`config.mk`:
```
export PLATFORM = sky130hd
export DESIGN_NAME = dns_query_name_encoder_unit
export DESIGN_NICKNAME = d
export VERILOG_FILES = /design/src/rtl/dqe_pkg.sv /design/src/rtl/dqe_front.sv /design/src/rtl/dqe_queue.sv /design/src/rtl/dqe_back.sv /design/src/rtl/dns_query_name_encoder_unit.sv
export SDC_FILE = /design/constraint.sdc
export NUM_CORES = 1
export LEC_CHECK = 0
export BUFFER_PORTS_ARGS = -buffer_cell sky130_fd_sc_hd__buf_2
export CORE_ASPECT_RATIO = 1.4
export CORE_MARGIN = 2
export CORE_UTILIZATION = 40
export DETAILED_ROUTE_END_ITERATION = 16
export PLACE_DENSITY = 0.66
export SLEW_MARGIN = 20
export SYNTH_ARGS = -nofsm -noshare
export SYNTH_HDL_FRONTEND = slang
export SYNTH_SLANG_ARGS = --single-unit
```
`constraint.sdc`:
```
create_clock -name clk -period 3.78 [get_ports clk]
set_clock_uncertainty 0.2 [all_clocks]
set_input_delay 0.189 -clock clk [delete_from_list [all_inputs] [get_ports clk]]
set_output_delay 0.189 -clock clk [all_outputs]
set_load 0.01 [all_outputs]
```
`src/rtl/dqe_pkg.sv`:
```
`timescale 1ns / 1ps
`default_nettype none
// ----------------------------------------------------------------------------
// DNS query name encoder package
// Shared types and constants for the front end, command queue and writer.
// ----------------------------------------------------------------------------
package dqe_pkg;

  localparam int unsigned OFF_W      = 9;
  localparam int unsigned SLOT_W     = 5;
  localparam int unsigned QUEUE_DEPTH = 4;
  localparam int unsigned QPTR_W     = $clog2(QUEUE_DEPTH);
  localparam int unsigned QCNT_W     = $clog2(QUEUE_DEPTH + 1);

  localparam logic [7:0]        DOT_CHAR   = 8'd46;
  localparam logic [7:0]        TERM_CHAR  = 8'd0;
  localparam logic [OFF_W-1:0]  HDR_LEN    = 9'd12;
  localparam logic [OFF_W-1:0]  NAME_START = 9'd13;

  // Write slots of one item, in emission order.
  localparam logic [SLOT_W-1:0] SLOT_HDR_FIRST = 5'd0;
  localparam logic [SLOT_W-1:0] SLOT_HDR_LAST  = 5'd11;
  localparam logic [SLOT_W-1:0] SLOT_LEN       = 5'd12;
  localparam logic [SLOT_W-1:0] SLOT_CHAR      = 5'd13;
  localparam logic [SLOT_W-1:0] SLOT_TYPE_HI   = 5'd14;
  localparam logic [SLOT_W-1:0] SLOT_TYPE_LO   = 5'd15;
  localparam logic [SLOT_W-1:0] SLOT_CLASS_HI  = 5'd16;
  localparam logic [SLOT_W-1:0] SLOT_CLASS_LO  = 5'd17;
  localparam logic [SLOT_W-1:0] SLOT_OVF       = 5'd18;

  localparam logic [0:0] CFG_QUERY_ID      = 1'b0;
  localparam logic [0:0] CFG_QUESTION_TYPE = 1'b1;

  typedef struct packed {
    logic             hdr;
    logic             len_write;
    logic [OFF_W-1:0] len_offset;
    logic [7:0]       len_value;
    logic [OFF_W-1:0] pos;
    logic [7:0]       ch;
    logic             term;
    logic             ovf;
  } cmd_t;

endpackage
`default_nettype wire

```
`src/rtl/dqe_front.sv`:
```
`timescale 1ns / 1ps
`default_nettype none
// ----------------------------------------------------------------------------
// DNS query name encoder front end
// Accepts name characters, tracks label positions and issues write commands.
// ----------------------------------------------------------------------------
module dqe_front #(
  parameter int unsigned MAX_NAME = 255
) (
  input  wire logic          clk,
  input  wire logic          rst,
  input  wire logic          in_valid,
  output logic               in_ready,
  input  wire logic [7:0]    host_char,
  output logic               cmd_valid,
  input  wire logic          cmd_ready,
  output dqe_pkg::cmd_t      cmd
);
  import dqe_pkg::*;

  localparam logic [OFF_W-1:0] NAME_LIMIT = OFF_W'(MAX_NAME - 1);

  logic             in_name;
  logic [OFF_W-1:0] head_offset;
  logic [OFF_W-1:0] write_position;
  logic             is_sep;
  logic             is_term;
  logic             ovf;
  logic [7:0]       len_full;

  assign is_term  = (host_char == TERM_CHAR);
  assign is_sep   = is_term || (host_char == DOT_CHAR);
  assign ovf      = !is_term && in_name && ((write_position - NAME_START) >= NAME_LIMIT);
  assign len_full = 8'(write_position - head_offset - 9'd1);

  assign in_ready  = cmd_ready;
  assign cmd_valid = in_valid;

  always_comb begin
    cmd.hdr        = !ovf && !in_name;
    cmd.len_write  = !ovf && is_sep;
    cmd.len_offset = head_offset;
    cmd.len_value  = len_full;
    cmd.pos        = write_position;
    cmd.ch         = host_char;
    cmd.term       = !ovf && is_term;
    cmd.ovf        = ovf;
  end

  always_ff @(posedge clk) begin
    if (rst) begin
      in_name        <= 1'b0;
      head_offset    <= HDR_LEN;
      write_position <= NAME_START;
    end else if (in_valid && cmd_ready && !ovf) begin
      if (is_term) begin
        in_name        <= 1'b0;
        head_offset    <= HDR_LEN;
        write_position <= NAME_START;
      end else begin
        in_name        <= 1'b1;
        write_position <= write_position + 9'd1;
        if (is_sep) begin
          head_offset <= write_position;
        end
      end
    end
  end

endmodule
`default_nettype wire

```
`src/rtl/dqe_queue.sv`:
```
`timescale 1ns / 1ps
`default_nettype none
// ----------------------------------------------------------------------------
// DNS query name encoder command queue
// Small first-in first-out buffer between the front end and the writer.
// ----------------------------------------------------------------------------
module dqe_queue (
  input  wire logic          clk,
  input  wire logic          rst,
  input  wire logic          push_valid,
  output logic               push_ready,
  input  dqe_pkg::cmd_t      push_cmd,
  output logic               pop_valid,
  input  wire logic          pop_ready,
  output dqe_pkg::cmd_t      pop_cmd
);
  import dqe_pkg::*;

  cmd_t              entries [QUEUE_DEPTH];
  logic [QPTR_W-1:0] wr_ptr;
  logic [QPTR_W-1:0] rd_ptr;
  logic [QCNT_W-1:0] count;
  logic              do_push;
  logic              do_pop;

  assign push_ready = (count != QCNT_W'(QUEUE_DEPTH));
  assign pop_valid  = (count != '0);
  assign pop_cmd    = entries[rd_ptr];
  assign do_push    = push_valid && push_ready;
  assign do_pop     = pop_valid && pop_ready;

  always_ff @(posedge clk) begin
    if (do_push) begin
      entries[wr_ptr] <= push_cmd;
    end
  end

  always_ff @(posedge clk) begin
    if (rst) begin
      wr_ptr <= '0;
      rd_ptr <= '0;
      count  <= '0;
    end else begin
      if (do_push) begin
        wr_ptr <= wr_ptr + QPTR_W'(1);
      end
      if (do_pop) begin
        rd_ptr <= rd_ptr + QPTR_W'(1);
      end
      if (do_push && !do_pop) begin
        count <= count + QCNT_W'(1);
      end else if (do_pop && !do_push) begin
        count <= count - QCNT_W'(1);
      end
    end
  end

endmodule
`default_nettype wire

```
`src/rtl/dqe_back.sv`:
```
`timescale 1ns / 1ps
`default_nettype none
// ----------------------------------------------------------------------------
// DNS query name encoder writer
// Walks each command's write slots, one byte write per cycle unless stalled.
// ----------------------------------------------------------------------------
module dqe_back (
  input  wire logic                      clk,
  input  wire logic                      rst,
  input  wire logic                      cmd_valid,
  output logic                           cmd_ready,
  input  dqe_pkg::cmd_t                  cmd,
  input  wire logic [15:0]               query_id,
  input  wire logic [15:0]               question_type,
  output logic                           out_valid,
  input  wire logic                      out_ready,
  output logic                           write_valid,
  output logic [dqe_pkg::OFF_W-1:0]      write_offset,
  output logic [7:0]                     write_value,
  output logic                           last_of_run,
  output logic                           packet_done,
  output logic                           name_overflow
);
  import dqe_pkg::*;

  logic              active;
  logic [SLOT_W-1:0] slot;
  logic [SLOT_W-1:0] start_slot;
  logic [SLOT_W-1:0] cur_slot;
  logic [SLOT_W-1:0] nxt_slot;
  logic              finish;
  logic              load;
  logic [OFF_W-1:0]  offset_next;
  logic [7:0]        value_next;

  always_comb begin
    if (cmd.ovf) begin
      start_slot = SLOT_OVF;
    end else if (cmd.hdr) begin
      start_slot = SLOT_HDR_FIRST;
    end else if (cmd.len_write) begin
      start_slot = SLOT_LEN;
    end else begin
      start_slot = SLOT_CHAR;
    end
  end

  assign cur_slot = active ? slot : start_slot;

  always_comb begin
    nxt_slot = cur_slot + 5'd1;
    finish   = 1'b0;
    if (cur_slot == SLOT_OVF || cur_slot == SLOT_CLASS_LO) begin
      finish = 1'b1;
    end else if (cur_slot == SLOT_HDR_LAST) begin
      nxt_slot = cmd.len_write ? SLOT_LEN : SLOT_CHAR;
    end else if (cur_slot == SLOT_CHAR) begin
      finish = !cmd.term;
    end
  end

  always_comb begin
    offset_next = OFF_W'(cur_slot);
    value_next  = 8'h00;
    case (cur_slot)
      5'd0:          value_next = query_id[15:8];
      5'd1:          value_next = query_id[7:0];
      5'd2:          value_next = 8'h01;
      5'd5:          value_next = 8'h01;
      SLOT_LEN: begin
        offset_next = cmd.len_offset;
        value_next  = cmd.len_value;
      end
      SLOT_CHAR: begin
        offset_next = cmd.pos;
        value_next  = cmd.ch;
      end
      SLOT_TYPE_HI: begin
        offset_next = cmd.pos + 9'd1;
        value_next  = question_type[15:8];
      end
      SLOT_TYPE_LO: begin
        offset_next = cmd.pos + 9'd2;
        value_next  = question_type[7:0];
      end
      SLOT_CLASS_HI: begin
        offset_next = cmd.pos + 9'd3;
      end
      SLOT_CLASS_LO: begin
        offset_next = cmd.pos + 9'd4;
        value_next  = 8'h01;
      end
      SLOT_OVF: begin
        offset_next = '0;
      end
      default: begin
        offset_next = OFF_W'(cur_slot);
      end
    endcase
  end

  assign load      = cmd_valid && (!out_valid || out_ready);
  assign cmd_ready = load && finish;

  always_ff @(posedge clk) begin
    if (rst) begin
      active    <= 1'b0;
      slot      <= '0;
      out_valid <= 1'b0;
    end else begin
      if (load) begin
        out_valid <= 1'b1;
        active    <= !finish;
        slot      <= nxt_slot;
      end else if (out_ready) begin
        out_valid <= 1'b0;
      end
    end
  end

  always_ff @(posedge clk) begin
    if (load) begin
      write_valid   <= (cur_slot != SLOT_OVF);
      write_offset  <= offset_next;
      write_value   <= value_next;
      last_of_run   <= finish;
      packet_done   <= (cur_slot == SLOT_CLASS_LO);
      name_overflow <= (cur_slot == SLOT_OVF);
    end
  end

endmodule
`default_nettype wire

```
`src/rtl/dns_query_name_encoder_unit.sv`:
```
`timescale 1ns / 1ps
`default_nettype none
// ----------------------------------------------------------------------------
// DNS query name encoder
// Turns a zero-terminated dotted host name into DNS query packet byte writes.
// ----------------------------------------------------------------------------
// Channel  Handshake             Payload
// input    in_valid / in_ready   host_char
// output   out_valid / out_ready write_valid, write_offset, write_value,
//                                last_of_run, packet_done, name_overflow
// config   cfg_we                cfg_index, cfg_wdata
//
// The writer emits one byte write per cycle while the output is not stalled;
// an item causes one write for a plain character, two for a dot, six for a
// terminator, thirteen or fourteen for the first character of a name and
// eighteen for a terminator that arrives with no name started.
// A four-entry command queue lets the front end keep taking items while the
// writer works and while a result waits at the output register.
// Reset is synchronous and clears the name state, the queue and the output.
// ----------------------------------------------------------------------------
module dns_query_name_encoder_unit #(
  parameter int unsigned MAX_NAME = 255
) (
  input  wire logic                      clk,
  input  wire logic                      rst,
  input  wire logic                      cfg_we,
  input  wire logic [0:0]                cfg_index,
  input  wire logic [15:0]               cfg_wdata,
  input  wire logic                      in_valid,
  output logic                           in_ready,
  input  wire logic [7:0]                host_char,
  output logic                           out_valid,
  input  wire logic                      out_ready,
  output logic                           write_valid,
  output logic [dqe_pkg::OFF_W-1:0]      write_offset,
  output logic [7:0]                     write_value,
  output logic                           last_of_run,
  output logic                           packet_done,
  output logic                           name_overflow
);
  import dqe_pkg::*;

  logic [15:0] query_id;
  logic [15:0] question_type;
  cmd_t        front_cmd;
  cmd_t        queue_cmd;
  logic        front_valid;
  logic        front_ready;
  logic        queue_valid;
  logic        queue_ready;

  always_ff @(posedge clk) begin
    if (rst) begin
      query_id      <= 16'd0;
      question_type <= 16'd1;
    end else if (cfg_we) begin
      unique case (cfg_index)
        CFG_QUERY_ID:      query_id      <= cfg_wdata;
        CFG_QUESTION_TYPE: question_type <= cfg_wdata;
        default: begin
        end
      endcase
    end
  end

  dqe_front #(
    .MAX_NAME (MAX_NAME)
  ) u_front (
    .clk       (clk),
    .rst       (rst),
    .in_valid  (in_valid),
    .in_ready  (in_ready),
    .host_char (host_char),
    .cmd_valid (front_valid),
    .cmd_ready (front_ready),
    .cmd       (front_cmd)
  );

  dqe_queue u_queue (
    .clk        (clk),
    .rst        (rst),
    .push_valid (front_valid),
    .push_ready (front_ready),
    .push_cmd   (front_cmd),
    .pop_valid  (queue_valid),
    .pop_ready  (queue_ready),
    .pop_cmd    (queue_cmd)
  );

  dqe_back u_back (
    .clk           (clk),
    .rst           (rst),
    .cmd_valid     (queue_valid),
    .cmd_ready     (queue_ready),
    .cmd           (queue_cmd),
    .query_id      (query_id),
    .question_type (question_type),
    .out_valid     (out_valid),
    .out_ready     (out_ready),
    .write_valid   (write_valid),
    .write_offset  (write_offset),
    .write_value   (write_value),
    .last_of_run   (last_of_run),
    .packet_done   (packet_done),
    .name_overflow (name_overflow)
  );

endmodule
`default_nettype wire

```
==> results.yml <==
timing:
  min_period_ns: 3.51
  maxSlewHeadroom_pct: 29.7
  drv_slew: 0
  fin_ws_ns: 0.273
  max_freq_mhz: 285
  period_share_pct: 92.8
  finalSetupTns_ns: 0
  tightest_slew_ns: 1.05
  setup_viol: 0
  hold_viol_final: 0
clock_network:
  cts_sinks: 240
  path_clk_slew_ns: 0.07
  ctsHtreeMaxLevel: 1
  clock_latency_ns: 0.52
  cts-root-buf: "clkbuf_16"
  numCtsBuffers: 22
  post_cts_buffers: 0
  cts_buffer_depth: 3
  cts_tree: "yes"
status:
  status: "finished, final reports clean"
yosys:
  synth_ff_type: "edfxtp_1"
  synth_cell_types: 66
  synth-seq-cells: 240
  ys_warn_count: 0
  postSynthCellCount: 794
  syn_area_sq_um: 10400
  synth_area_per_cell_sq_um: 13.1
  ys_seq_area_share_pct: 62.9
  synth_edf_count: 173
  synth_async_sr_flop_share_pct: 0
  synth_top_area_share_pct: 50.0
  synth_area_leaders: "edfxtp_1 (50%), dfxtp_1 (13%), mux4_2 (7.8%)"
  yosysTopAreaCell: "edfxtp_1"
  syn_nets: 848
power_and_ir_drop:
  pwr-share-seq_pct: 43.0
  p_int_uw: 5610
  power.clock.fraction_pct: 27.6
  p_sw_uw: 2580
  swShare_pct: 31.5
  comb_power_share_pct: 29.4
  powerDensity_nw_per_um2: 675
  vdd_drop_max_uv: 267
  leakage_uw: 0.00429
worst_setup_path:
  r2r_slack_ns: 0.27
  end_kind: "register"
  path_class: "register to register"
  cp_max_fo: 6
  crit_path_end: "u_queue.count[2]$_SDFFE_PP0P_"
  reg2reg_depth: 15
  critPathRequiredTime_ns: 4.00
  r2r_end: "u_queue.count[2]$_SDFFE_PP0P_"
  crit_path_start_kind: "register"
  cp_data_arrival_time_ns: 3.73
cells_and_area:
  layout.nets: 942
  final_util_pct: 47.7
  finalInstanceArea_sq_um: 12100
  diodes: 0
  areaGrowthSynthToFinish_pct: 16.9
  drive_above_1_share_pct: 20.1
die:
  dieArea_sq_um: 27300
  die_h_um: 195
  core_sq_um: 25500
  start_util_pct: 40.8
  ios: 53
  fp.dieW_um: 140
  rows: 69
detailed_routing:
  viasPerCell: 5.48
  wl_per_cell_um: 18.7
  drtIter0Drc: 489
  wl_mm: 22.9
  ant_nets: 0
  drt_pass1_iterations: 5
  drc: 0
  vias: 6707
global_route:
  grt_max_degree: 52
  track_usage_pct: 16.8
  grt_pass1_vias: 6720
  antenna_found_initial: 0
  busiest_layer: "met2"
  gr-total-overflow: 0
  grt_util_met3_pct: 2.49
  use_met1_pct: 20.0
  gr-usage-met2_pct: 30.0
  grt_pass1_wl_mm: 36.3
placed_design:
  dp_hpwl_mm: 15.0
  post-place-ws_ns: 0.145
  gp_congestion: 0.845
  place_area_sq_um: 11100
  io_buffers: 52
flow_run:
  maxCapViolCount: 0
hold_path:
  hold_class: "primary input to register"
-- kinds of logic after synthesis --
kind of cell / count (synthesis) / share of synthesized area [%]
simple gates: 221 / 10.0
buf+inv: 70 / 2.75
mux: 46 / 8.78
xor+xnor: 16 / 1.35
fa+ha+maj: 24 / 3.11
compound gates: 177 / 11.1
flops: 240 / 62.9
-- how the worst min path moves through the flow --
stage                                            endpoint  cells past startpoint          from  slack [ns]
after floorplan           u_queue.entries[0][2]$_DFFE_PP_                      0  host_char[0]        0.09
after global placement    u_queue.entries[3][8]$_DFFE_PP_                      1  host_char[6]        0.22
after detailed placement  u_queue.entries[3][8]$_DFFE_PP_                      1  host_char[6]        0.22
after CTS                        query_id[9]$_SDFFE_PP0P_                      5        cfg_we        0.06
after global routing            query_id[13]$_SDFFE_PP0P_                      5        cfg_we        0.08
final                            query_id[9]$_SDFFE_PP0P_                      5        cfg_we        0.09
-- layout by cell type, fill, tap and decap left out, types with 5 or more instances in the layout --
cell type,instances
and2_1,5
a21oi_1,66
and3_1,13
and3_2,5
xor2_1,7
nor3_1,6
dlygate4sd3_1,27
ha_1,20
o21ai_1,9
mux2i_1,7
nor2b_1,5
clkbuf_16,22
o211ai_1,8
nand2_1,101
o21bai_1,5
dfxtp_1,65
xnor2_1,9
inv_1,31
a222oi_1,12
edfxtp_1,173
nor2_1,38
buf_4,27
buf_2,52
mux4_2,36
nand3_1,18
a22oi_1,13
o21ai_0,22
-- layout make-up --
class / count / area [sq um]
Fill cell: 2170 / 13300
Sequential cell: 240 / 6540
Multi-Input combinational cell: 484 / 3600
Timing Repair Buffer: 106 / 733
Clock buffer: 25 / 562
Tap cell: 319 / 399
Clock inverter: 15 / 181
Inverter: 34 / 128
-- stage by stage --
stage,std cells,hold slack [ns],total power (uW)
2_1_floorplan,794,0.0879,5200
3_3_place_gp,1156,0.222,5900
3_5_place_dp,1156,0.224,5940
4_1_cts,1223,0.0629,8220
5_1_grt,1223,0.0827,8610
6_report,1223,0.0868,8190
-- synth_stat cells (all sizes together) (4+ instances only) --
library cell  instances
mux2i                 9
a22oi                14
clkbuf               25
or3b                  5
and3                 18
o21bai                5
inv                  32
buf                  11
a222oi               12
o21ai                34
and2                  5
edfxtp              173
dfxtp                67
and4                  4
mux4                 36
nor3                  7
o211ai                8
a21oi                67
nor4                  4
o31ai                 4
nand2               101
xor2                  7
xnor2                 9
a31oi                 4
nand3                20
nor2b                 5
nor2                 39
ha                   21
-- worst max-delay path, cell delays in order, from the launching register on --
cell	delay [ns]
dfxtp_4	0.40
mux2i_2	0.27
nand3_2	0.14
and2_1	0.19
o21ai_2	0.15
ha_2	0.22
and3_1	0.15
and3_2	0.24
o311ai_4	0.11
nand2_1	0.12
ha_1	0.18
inv_1	0.06
fa_1	0.37
xor2_1	0.18
or3_1	0.31
a21oi_1	0.14
-- state kept, by name, indices dropped and copies added, names as in the netlist, 5 cells and up, named ones only --
signal                  flops
question_type              16
u_front.write_position      9
u_back.write_value          8
u_back.slot                 5
u_queue.entries           152
query_id                   16
u_back.write_offset         9
u_front.head_offset         9
-- metal layers --
layer  share of wire (%)  wire [um]
met1                  39       8890
met3                 5.1       1170
met2                  52      11900
met5                   0          0
met4                 4.1        932
-- power groups by stage --
stage	Sequential [uW]	Clock [uW]	Combinational (uW)
after CTS	3530	2300	2390
after detailed placement	3580	0	2360
final	3530	2260	2410
after global placement	3560	0	2340
after floorplan	3610	0	1590
after global routing	3560	2400	2650
-- what timing repair did --
action                                  4_1_cts  5_1_grt
hold buffers                                 27        0
endpoints found under the hold margin        66        0
endpoints found under the setup margin        0        2
gates resized for setup                       0       10
Power figures use the tool's default switching activity.
